File: src/hdl/daq_lwd_pkg.sv
package daq_lwd_pkg;

   typedef enum logic [2:0] {
      PH_HEADER   = 3'd0,
      PH_PAYLOAD  = 3'd1,
      PH_SUBHDR   = 3'd2,
      PH_SUBDATA  = 3'd3,
      PH_PAUSEVAL = 3'd4,
      PH_TRAIL    = 3'd5
   } phase_type;

   localparam logic [3:0] CLS_SECT_HDR   = 4'd0;
   localparam logic [3:0] CLS_CONFIG     = 4'd1;
   localparam logic [3:0] CLS_SUBEVT_HDR = 4'd2;
   localparam logic [3:0] CLS_SUBEVT_DAT = 4'd3;
   localparam logic [3:0] CLS_END_MARKER = 4'd4;
   localparam logic [3:0] CLS_TICK       = 4'd5;
   localparam logic [3:0] CLS_END_TEXT   = 4'd6;
   localparam logic [3:0] CLS_PAUSE      = 4'd7;
   localparam logic [3:0] CLS_SKIP       = 4'd8;
   localparam logic [3:0] CLS_TRAILING   = 4'd9;

   localparam logic [1:0] WARN_NONE       = 2'd0;
   localparam logic [1:0] WARN_UNKNOWN    = 2'd1;
   localparam logic [1:0] WARN_PAUSE_SIZE = 2'd2;
   localparam logic [1:0] WARN_AFTER_END  = 2'd3;

   localparam logic [2:0] ST_CONFIG = 3'd0;
   localparam logic [2:0] ST_EVENT  = 3'd1;
   localparam logic [2:0] ST_END    = 3'd2;
   localparam logic [2:0] ST_TICK   = 3'd3;
   localparam logic [2:0] ST_PAUSE  = 3'd4;

   localparam logic [1:0] PCODE_PAUSE  = 2'd0;
   localparam logic [1:0] PCODE_RESUME = 2'd1;
   localparam logic [1:0] PCODE_OTHER  = 2'd2;

   typedef struct packed {
      logic [3:0]  word_class;
      logic [1:0]  warning;
      logic [2:0]  section_type;
      logic [3:0]  event_type;
      logic [7:0]  module_type;
      logic [19:0] size_field;
      logic [19:0] data_index;
      logic [31:0] second_in_run;
      logic [1:0]  pause_code;
      logic [31:0] word_echo;
   } result_type;

endpackage

File: src/hdl/daq_lwd_input_stage.sv
module daq_lwd_input_stage (
   input  logic        clock,
   input  logic        reset,
   input  logic        req_valid,
   output logic        req_ready,
   input  logic [31:0] req_data_word,
   input  logic        take,
   output logic        word_valid,
   output logic [31:0] word
);

   logic        valid_ff;
   logic        valid_in;
   logic [31:0] word_ff;
   logic        load;

   assign req_ready = !valid_ff || take;
   assign load      = req_valid && req_ready;
   assign valid_in  = load ? 1'b1 : (take ? 1'b0 : valid_ff);

   always_ff @(posedge clock) begin
      if (reset) begin
         valid_ff <= 1'b0;
      end else begin
         valid_ff <= valid_in;
      end
   end

   always_ff @(posedge clock) begin
      if (load) begin
         word_ff <= req_data_word;
      end
   end

   assign word_valid = valid_ff;
   assign word       = word_ff;

endmodule

File: src/hdl/daq_lwd_decoder.sv
module daq_lwd_decoder (
   input  logic        clock,
   input  logic        reset,
   input  logic        step,
   input  logic        wide,
   input  logic [31:0] word,
   output daq_lwd_pkg::result_type result
);

   import daq_lwd_pkg::*;

   phase_type   phase_ff, phase_in;
   logic [2:0]  sect_type_ff, sect_type_in;
   logic [3:0]  evt_type_ff, evt_type_in;
   logic [7:0]  mod_type_ff, mod_type_in;
   logic [19:0] sect_left_ff, sect_left_in;
   logic [19:0] sub_left_ff, sub_left_in;
   logic [19:0] index_ff, index_in;
   logic [31:0] ticks_ff, ticks_in;

   logic [2:0]  hdr_type;
   logic [19:0] hdr_size;
   logic [3:0]  hdr_event;
   logic [7:0]  sub_module;
   logic [19:0] sub_size;
   logic [19:0] sect_dec;
   logic [19:0] sub_dec;

   always_ff @(posedge clock) begin
      if (reset) begin
         phase_ff     <= PH_HEADER;
         sect_type_ff <= '0;
         evt_type_ff  <= '0;
         mod_type_ff  <= '0;
         sect_left_ff <= '0;
         sub_left_ff  <= '0;
         index_ff     <= '0;
         ticks_ff     <= '0;
      end else if (step) begin
         phase_ff     <= phase_in;
         sect_type_ff <= sect_type_in;
         evt_type_ff  <= evt_type_in;
         mod_type_ff  <= mod_type_in;
         sect_left_ff <= sect_left_in;
         sub_left_ff  <= sub_left_in;
         index_ff     <= index_in;
         ticks_ff     <= ticks_in;
      end
   end

   assign hdr_type   = word[31:29];
   assign hdr_size   = wide ? word[19:0] : {4'd0, word[15:0]};
   assign hdr_event  = wide ? word[28:25] : word[19:16];
   assign sub_module = wide ? word[31:24] : {2'd0, word[17:12]};
   assign sub_size   = wide ? word[19:0] : {10'd0, word[9:0]};
   assign sect_dec   = (sect_left_ff != '0) ? sect_left_ff - 20'd1 : sect_left_ff;
   assign sub_dec    = (sub_left_ff != '0) ? sub_left_ff - 20'd1 : sub_left_ff;

   always_comb begin
      phase_in     = phase_ff;
      sect_type_in = sect_type_ff;
      evt_type_in  = evt_type_ff;
      mod_type_in  = mod_type_ff;
      sect_left_in = sect_left_ff;
      sub_left_in  = sub_left_ff;
      index_in     = index_ff;
      ticks_in     = ticks_ff;

      result.word_class = CLS_SECT_HDR;
      result.warning    = WARN_NONE;
      result.event_type = '0;
      result.module_type = '0;
      result.size_field = '0;
      result.data_index = '0;
      result.pause_code = PCODE_PAUSE;

      unique case (phase_ff)
         PH_HEADER: begin
            result.word_class = CLS_SECT_HDR;
            result.size_field = hdr_size;
            sect_type_in = hdr_type;
            evt_type_in  = '0;
            mod_type_in  = '0;
            sect_left_in = hdr_size;
            if (hdr_type == ST_EVENT) begin
               evt_type_in       = hdr_event;
               result.event_type = hdr_event;
               phase_in          = PH_SUBHDR;
            end else if (hdr_type == ST_PAUSE) begin
               if (hdr_size == 20'd1) begin
                  phase_in = PH_PAUSEVAL;
               end else begin
                  result.warning = WARN_PAUSE_SIZE;
                  phase_in = (hdr_size != '0) ? PH_PAYLOAD : PH_HEADER;
               end
            end else begin
               if (hdr_type == ST_TICK && ticks_ff != '1) begin
                  ticks_in = ticks_ff + 32'd1;
               end
               if (hdr_type > ST_PAUSE) begin
                  result.warning = WARN_UNKNOWN;
               end
               if (hdr_size != '0) begin
                  phase_in = PH_PAYLOAD;
               end else begin
                  phase_in = (hdr_type == ST_END) ? PH_TRAIL : PH_HEADER;
               end
            end
         end
         PH_PAYLOAD: begin
            unique case (sect_type_ff)
               ST_CONFIG: result.word_class = CLS_CONFIG;
               ST_END:    result.word_class = CLS_END_TEXT;
               ST_TICK:   result.word_class = CLS_TICK;
               default:   result.word_class = CLS_SKIP;
            endcase
            sect_left_in = sect_dec;
            if (sect_dec == '0) begin
               phase_in = (sect_type_ff == ST_END) ? PH_TRAIL : PH_HEADER;
            end
         end
         PH_SUBHDR: begin
            result.event_type = evt_type_ff;
            if (sect_left_ff > 20'd1) begin
               result.word_class  = CLS_SUBEVT_HDR;
               result.module_type = sub_module;
               result.size_field  = sub_size;
               sect_left_in = sect_left_ff - 20'd1;
               mod_type_in  = sub_module;
               sub_left_in  = sub_size;
               index_in     = '0;
               if (sub_size != '0) begin
                  phase_in = PH_SUBDATA;
               end
            end else begin
               result.word_class = CLS_END_MARKER;
               sect_left_in = '0;
               phase_in     = PH_HEADER;
            end
         end
         PH_SUBDATA: begin
            result.word_class  = CLS_SUBEVT_DAT;
            result.event_type  = evt_type_ff;
            result.module_type = mod_type_ff;
            result.data_index  = index_ff;
            index_in     = index_ff + 20'd1;
            sect_left_in = sect_dec;
            sub_left_in  = sub_dec;
            if (sub_dec == '0) begin
               phase_in = PH_SUBHDR;
            end
         end
         PH_PAUSEVAL: begin
            result.word_class = CLS_PAUSE;
            if (word == 32'd0) begin
               result.pause_code = PCODE_PAUSE;
            end else if (word == 32'd1) begin
               result.pause_code = PCODE_RESUME;
            end else begin
               result.pause_code = PCODE_OTHER;
            end
            sect_left_in = '0;
            phase_in     = PH_HEADER;
         end
         default: begin
            result.word_class = CLS_TRAILING;
            result.warning    = WARN_AFTER_END;
            sect_type_in = ST_END;
            phase_in     = PH_TRAIL;
         end
      endcase

      result.section_type  = sect_type_in;
      result.second_in_run = ticks_in;
      result.word_echo     = word;
   end

endmodule

File: src/hdl/daq_lwd_output_stage.sv
module daq_lwd_output_stage (
   input  logic clock,
   input  logic reset,
   input  logic result_valid,
   input  daq_lwd_pkg::result_type result,
   output logic load_ready,
   output logic rsp_valid,
   input  logic rsp_ready,
   output daq_lwd_pkg::result_type rsp_result
);

   import daq_lwd_pkg::*;

   logic       valid_ff;
   logic       valid_in;
   result_type result_ff;
   logic       load;

   assign load_ready = !valid_ff || rsp_ready;
   assign load       = result_valid && load_ready;
   assign valid_in   = load ? 1'b1 : (rsp_ready ? 1'b0 : valid_ff);

   always_ff @(posedge clock) begin
      if (reset) begin
         valid_ff <= 1'b0;
      end else begin
         valid_ff <= valid_in;
      end
   end

   always_ff @(posedge clock) begin
      if (load) begin
         result_ff <= result;
      end
   end

   assign rsp_valid  = valid_ff;
   assign rsp_result = result_ff;

endmodule

File: src/hdl/daq_listfile_word_deframer_top.sv
// Listfile word deframer.
// The req channel carries one 32-bit stream word per transaction, starting
// at the first section header. The rsp channel returns one classified
// result per word, in order, with the word echoed back.
// The csr port writes the one-bit format version whenever csr_we is high;
// it should only change while no transaction is in flight.
// A word taken on req passes through the input register and then the result
// register before it is offered on rsp. One word per cycle is sustained
// while rsp_ready stays high: each word is classified by short logic between
// the input register and the result register, with the framing state
// updated in the same cycle.
// When the receiver stalls, the result register holds its transaction and
// the input register still takes one more word; req_ready drops only when
// both are full.
// Synchronous reset empties both registers, returns the framer to expecting
// a section header, clears the tick count and sets the wide layout.
module daq_listfile_word_deframer_top (
   input  logic        clock,
   input  logic        reset,
   input  logic        req_valid,
   output logic        req_ready,
   input  logic [31:0] req_data_word,
   output logic        rsp_valid,
   input  logic        rsp_ready,
   output logic [3:0]  rsp_word_class,
   output logic [1:0]  rsp_warning,
   output logic [2:0]  rsp_section_type,
   output logic [3:0]  rsp_event_type,
   output logic [7:0]  rsp_module_type,
   output logic [19:0] rsp_size_field,
   output logic [19:0] rsp_data_index,
   output logic [31:0] rsp_second_in_run,
   output logic [1:0]  rsp_pause_code,
   output logic [31:0] rsp_word_echo,
   input  logic        csr_we,
   input  logic        csr_wdata
);

   import daq_lwd_pkg::*;

   logic        version_ff;
   logic        version_in;
   logic        word_valid;
   logic [31:0] word;
   logic        load_ready;
   logic        step;
   result_type  result;
   result_type  rsp_result;

   assign version_in = csr_we ? csr_wdata : version_ff;

   always_ff @(posedge clock) begin
      if (reset) begin
         version_ff <= 1'b1;
      end else begin
         version_ff <= version_in;
      end
   end

   assign step = word_valid && load_ready;

   daq_lwd_input_stage u_input (
      .clock         (clock),
      .reset         (reset),
      .req_valid     (req_valid),
      .req_ready     (req_ready),
      .req_data_word (req_data_word),
      .take          (step),
      .word_valid    (word_valid),
      .word          (word)
   );

   daq_lwd_decoder u_decoder (
      .clock  (clock),
      .reset  (reset),
      .step   (step),
      .wide   (version_ff),
      .word   (word),
      .result (result)
   );

   daq_lwd_output_stage u_output (
      .clock        (clock),
      .reset        (reset),
      .result_valid (word_valid),
      .result       (result),
      .load_ready   (load_ready),
      .rsp_valid    (rsp_valid),
      .rsp_ready    (rsp_ready),
      .rsp_result   (rsp_result)
   );

   assign rsp_word_class    = rsp_result.word_class;
   assign rsp_warning       = rsp_result.warning;
   assign rsp_section_type  = rsp_result.section_type;
   assign rsp_event_type    = rsp_result.event_type;
   assign rsp_module_type   = rsp_result.module_type;
   assign rsp_size_field    = rsp_result.size_field;
   assign rsp_data_index    = rsp_result.data_index;
   assign rsp_second_in_run = rsp_result.second_in_run;
   assign rsp_pause_code    = rsp_result.pause_code;
   assign rsp_word_echo     = rsp_result.word_echo;

endmodule
File: config.mk
export PLATFORM = sky130hd
export DESIGN_NAME = daq_listfile_word_deframer_top
export DESIGN_NICKNAME = d
export VERILOG_FILES = /design/src/hdl/daq_lwd_pkg.sv /design/src/hdl/daq_lwd_input_stage.sv /design/src/hdl/daq_lwd_decoder.sv /design/src/hdl/daq_lwd_output_stage.sv /design/src/hdl/daq_listfile_word_deframer_top.sv
export SDC_FILE = /design/constraint.sdc
export NUM_CORES = 1
export LEC_CHECK = 0
export BUFFER_PORTS_ARGS = -buffer_cell sky130_fd_sc_hd__buf_2
export CAP_MARGIN = 0
export CORE_UTILIZATION = 40
export DETAILED_ROUTE_END_ITERATION = 6
export GPL_TIMING_DRIVEN = 0
export SYNTH_ARGS = -nofsm -noshare
export SYNTH_HDL_FRONTEND = slang
export SYNTH_SLANG_ARGS = --single-unit
export TNS_END_PERCENT = 5
File: constraint.sdc
create_clock -name clock -period 11.8 [get_ports clock]
set_input_delay 1.18 -clock clock [delete_from_list [all_inputs] [get_ports clock]]
set_output_delay 1.18 -clock clock [all_outputs]
set_load 0.1 [all_outputs]
# --- Yosys cells after proc, flatten, opt, wreduce, memory -nomap -nowiden ---
# Cells that the tools add are included.
word_totals:
  ramBits: 0
  out_inout_bits: 129
  inputBits: 38
  wordCells: 125
  mem_count: 0
  latchBits: 0
  ff_bits: 272
  romBits: 0
op_classes:
  n_lt_le_gt_ge: 2
  addsub: 4
  div_mod_pow: 0
  bitwise_logic: 1
  n_reduce_logical: 30
  eq_ne: 17
  n_mux: 49
  shift: 0
  multipliers: 0
op_table:
  columns: ["operator", "count"]
  rows:
  - ["2-to-1 mux 20 bit", 7]
  - ["2-to-1 mux 32 bit", 4]
  - ["case mux 20 bit (2 select lines)", 3]
  - ["case mux 20 bit (4 select lines)", 1]
  - ["nonzero test 20 bit", 4]
  - ["zero test 20 bit", 2]
  - ["subtractor 20 x 1 -> 20 bit, second input constant", 2]
  - ["2-to-1 mux 3 bit", 11]
  - ["adder 32 x 1 -> 32 bit, second input constant", 1]
  - ["equality test 32 x 1 -> 1 bit, second input constant", 1]
  - ["zero test 32 bit", 1]
  - ["inequality test 32 bit, second input constant", 1]
  - ["case mux 8 bit (2 select lines)", 2]
  - ["2-to-1 mux 28 bit", 1]
  - ["adder 20 x 1 -> 20 bit, second input constant", 1]
  - ["equality test 20 x 1 -> 1 bit, second input constant", 1]
  - ["> comparator 20 x 1 -> 1 bit, second input constant", 1]
  - ["case mux 4 bit (5 select lines)", 1]
  - ["equality test 3 x 2 -> 1 bit, second input constant", 6]
  - ["2-to-1 mux 8 bit", 2]
  - ["case mux 3 bit (5 select lines)", 1]
  - ["case mux 4 bit (3 select lines)", 1]
  - ["2-to-1 mux 2 bit", 4]
  - ["2-to-1 mux 4 bit", 2]
  - ["other kinds (21)", 42]

# --- Longest topological paths before layout ---
logic_depth:
  word_depth: 7
  ltp_mapped: 11

# --- By module ---
# Synthesis repeated with hierarchy kept, for this count alone.
hier_totals:
  cells_unflattened: 1247
  area_unflattened_um2: 12687.2
modules_own_cells:
  columns: ["mod", "cells_per_inst", "area_per_inst_um2", "seq_area_each_um2", "n_inst"]
  rows:
  - ["daq_lwd_decoder", 1074, 7761.2, 2202.1, 1]
  - ["daq_lwd_output_stage", 132, 3868.7, 3833.7, 1]
  - ["daq_lwd_input_stage", 37, 1016.0, 980.9, 1]
  - ["daq_listfile_word_deframer_top", 4, 41.3, 20.0, 1]

# --- Least setup slack after synthesis ---
# OpenSTA, ideal clock, no wires.
synth_timing:
  path_kind: "in2reg"
  from: "in rsp_ready"
  to: "reg u_decoder.sect_type_ff[2]"
  path_slack_ns: 5.975
  setup_ns: 0.357
  t_required_ns: 11.443
  cell_stages: 5
  arrival_time_ns: 5.468
  n_path_buf: 1
  cell_sequence: "nand2b_1 -> nand2_1 -> clkinv_1 -> clkbuf_1 -> a311oi_1"
synth_between:
  elab_chain_len: 2
synth_lines:
  columns: ["element", "line", "text"]
  rows:
  - ["start, declared", "daq_listfile_word_deframer_top.sv:24", "input logic rsp_ready,"]
  - ["logical OR 1 bit", "daq_lwd_output_stage.sv:19", "assign load_ready = !valid_ff || rsp_ready;"]
  - ["logical AND 1 bit", "daq_listfile_word_deframer_top.sv:60", "assign step = word_valid && load_ready;"]
  - ["via step", "daq_listfile_word_deframer_top.sv:46", "logic step;"]
  - ["end signal, assigned", "daq_lwd_decoder.sv:41", "sect_type_ff <= sect_type_in;"]
  - ["end, declared", "daq_lwd_decoder.sv:13", "logic [2:0] sect_type_ff, sect_type_in;"]
# The timed path passes the listed nets, and every way through them passes these cells.
# A chain may end at the register's enable or synchronous reset.

# --- Worst setup path in the final report ---
layout_timing:
  from: "in rsp_ready"
  to: "out req_ready"
layout_between:
  elab_chain_len: 3
layout_lines:
  columns: ["element", "line", "text"]
  rows:
  - ["logical OR 1 bit", "daq_lwd_output_stage.sv:19", null]
  - ["logical AND 1 bit", "daq_listfile_word_deframer_top.sv:60", null]
  - ["logical OR 1 bit", "daq_lwd_input_stage.sv:17", "assign req_ready = !valid_ff || take;"]
  - ["end, declared", "daq_listfile_word_deframer_top.sv:21", "output logic req_ready,"]
# Every way passes these cells.

==> flow_summary.toml <==
[status]
status = "complete, no violations"

[power]
power_uw = 2502
clkPwrFrac_pct = 39.7
irDropWorstVdd_mv = 0.1110
power.density_nw_per_um2 = 167.3
power.internal_uw = 1757
p_leak_uw = 0.005464
p_comb_share_pct = 17.4
pwr-share-seq_pct = 42.9
p_sw_share_pct = 29.76
switchingPower_uw = 744.6

[logic_synthesis]
ys_top_cells_by_count = "edfxtp_1 (159), nor2_1 (150), dfxtp_1 (113)"
yosysWarnings = 0
synth.area.top_cells = "edfxtp_1 (38%), dfxtp_1 (18%), nor2_1 (4.5%)"
synth-adder-area-share_pct = 0.7020
yosysSeqAreaShare_pct = 56.40
yosysTopAreaCellShare_pct = 38.27
synth_simple_gate_area_share_pct = 20.46
yosys.cell_count.top_type = "edfxtp_1"
yosys_register_bits = 272
syn-num-nets = 1257
synth_compound_area_share_pct = 12.78
synth_async_sr_flop_share_pct = 0
yosysTopAreaCell = "edfxtp_1"
postSynthAreaPerCell_um2 = 10.29
synth_cells = 1212
synth_ff_type = "edfxtp_1"
synth-xor-area-share_pct = 5.406
ys_types = 85
syn_area_um2 = 12480
synth_edf_count = 159
synth.mux.area_fraction_pct = 0.8324
synth_top_family_by_area = "simple AND/OR/NAND/NOR gates"

[hold_path]
holdPathStages = 0
worstHoldPathType = "reg2reg"

[place]
gp_congestion = 0.8958
pre_cts_slack_ps = 8241
place_area_um2 = 13870
hpwl_mm = 24.26
port-buffer-count = 165

[timing]
finalHoldViolCount = 0
whs_ps = 447.5
drv_slew = 0
max_slew.worst_pin.slew_ps = 993.4
min_period_over_period_pct = 25.65
layout_min_cycle_time_ps = 3027
fin_skew_ps = 17.01
finalWorstSetupSlack_ps = 8773
setup-violations-final = 0
max_freq_ghz = 0.3304
tns_ps = 0
rsz0062_at_grt = "no"
maxSlewHeadroom_pct = 33.16

[cts]
clk_pin_slew_ps = 60
clkLatencyLatePin_ps = 570
htreeDepth = 1
ctsLongestPathBuffers = 3
hold_buffers = 0
cts-resized-gates = 0
post_cts.repair.setup_buffers = 0
cts.sinks = 272
cts_made_buffers = 30
tritoncts = "yes"
clk_root_buffer_cell = "clkbuf_16"

[die]
io_pins = 167
fp.dieW_um = 178.6
core_um2 = 30670
initial_utilization_pct = 40.68
fp.dieH_um = 178.6
core.rowCount = 64
die_area_um2 = 31900

[cells_and_area]
area_delta_synth_final_pct = 19.88
n_antenna_cell = 0
final_nets = 1457
fillers = 2872
seqCellArea_um2 = 7037
fin_area_um2 = 14960
layout-drive-gt1-share_pct = 18.59
multiInputGateArea_um2 = 5014

[setup_path]
arrival_ps = 1850
worstSetupEndpointType = "primary output"
ff2ff_setup_slack_ps = 8870
r2r_cells = 9
cp.required_ps = 10620
setup.worst_path.start_class = "input pin"
cp_max_fo = 3
worstSetupPathType = "in2out"

[grt]
grt_antenna_before_repair = 0
grt_usage_pct = 21.57
globalRouteOverflowTotal = 0
grt_max_degree = 64
grt_first_pass_wirelength_mm = 53.10
met3_usage_pct = 3.943
use_met2_pct = 34.12
grt_pass1_vias = 9456
grt_busiest_layer = "met2"
met1_usage_pct = 29.90

[routing]
drtIter0Drc = 981
viasPerCell = 5.517
vias = 10110
final_antenna_net_count = 0
drcViolationCount = 0
drtPass1Iterations = 7
drt-wirelength-per-cell_um = 18.80
totalWireLength_mm = 34.43

[flow_run]
drv_cap = 0
-- per-stage QoR --
step,instances,util (%)
floorplan,1212,-
global placement,1773,44.99
detailed placement,1776,45.22
CTS,1832,48.76
global route,1832,48.76
finish,1832,48.76
-- per-layer routing --
layer | share of wire [%] | wire length, µm
met5 | 0 | 0
met2 | 45 | 15550
met4 | 2.5 | 862
met1 | 46 | 15810
met3 | 6.4 | 2216
-- cell usage in the layout, fill, tap and decap left out, types with 5 or more instances in the layout --
cell	n
a211oi_1	10
a21oi_1	70
a221oi_1	6
a22oi_1	19
a31oi_1	5
and2_1	26
and3_1	29
buf_1	5
buf_2	176
clkbuf_1	54
clkbuf_16	33
clkbuf_8	6
clkinv_2	7
dfxtp_1	113
edfxtp_1	159
ha_1	7
inv_1	24
mux2i_1	7
nand2_1	89
nand2b_1	11
nand3_1	33
nand4_1	26
nor2_1	150
nor2b_1	11
nor3_1	43
nor4_1	18
o211ai_1	6
o21ai_0	59
o21ai_1	5
o22ai_1	11
o31ai_1	6
or3_1	22
or4_1	6
xnor2_1	46
xor2_1	31
-- critical path, cell delays in order --
cell	delay, ps
buf_2	110
nor2b_1	170
nand2_1	80
buf_2	300
-- cells by family after synthesis --
family          count (synthesis)
fa+ha+maj                       7
xor+xnor                       77
buf+inv                       100
flops                         272
mux                            10
simple gates                  497
compound gates                249
-- power by group through the flow --
stage | Clock, µW | Combinational [µW] | Sequential, µW
3_5_place_dp | 0 | 432 | 1090
2_1_floorplan | 0 | 181 | 1250
3_3_place_gp | 0 | 427 | 1100
6_report | 993 | 435 | 1070
4_1_cts | 1020 | 433 | 1070
5_1_grt | 1060 | 462 | 1080
-- final cells by class --
type,instances,share of cell area [%]
plain buffers,75,2.250
clock buffers,41,6.124
clock inverters,15,1.138
inverters,25,0.6275
multi-input cells,840,33.52
flip-flops and latches,272,47.05
well taps,396,3.313
repair buffers,168,5.973
-- final timing paths --
| check | from | to |
|---|---|---|
| worst max-delay path | rsp_ready | req_ready |
| worst min-delay path | u_input.word[31] | u_output.rsp_result[31] |
| worst max register to register | u_decoder.sect_left_ff[0] | u_decoder.phase_ff[2] |
| worst min register to register | u_input.word[31] | u_output.rsp_result[31] |
-- state kept, by name, indices dropped and copies added (netlist names), 3 cells and up --
register / flops
u_output.rsp_result: 127
u_decoder.ticks_ff: 32
u_input.word: 32
u_decoder.index_ff: 20
u_decoder.sect_left_ff: 20
u_decoder.sub_left_ff: 20
u_decoder.mod_type_ff: 8
u_decoder.evt_type_ff: 4
u_decoder.phase_ff: 3
u_decoder.sect_type_ff: 3
No activity file was read; power rests on OpenSTA's default activity.
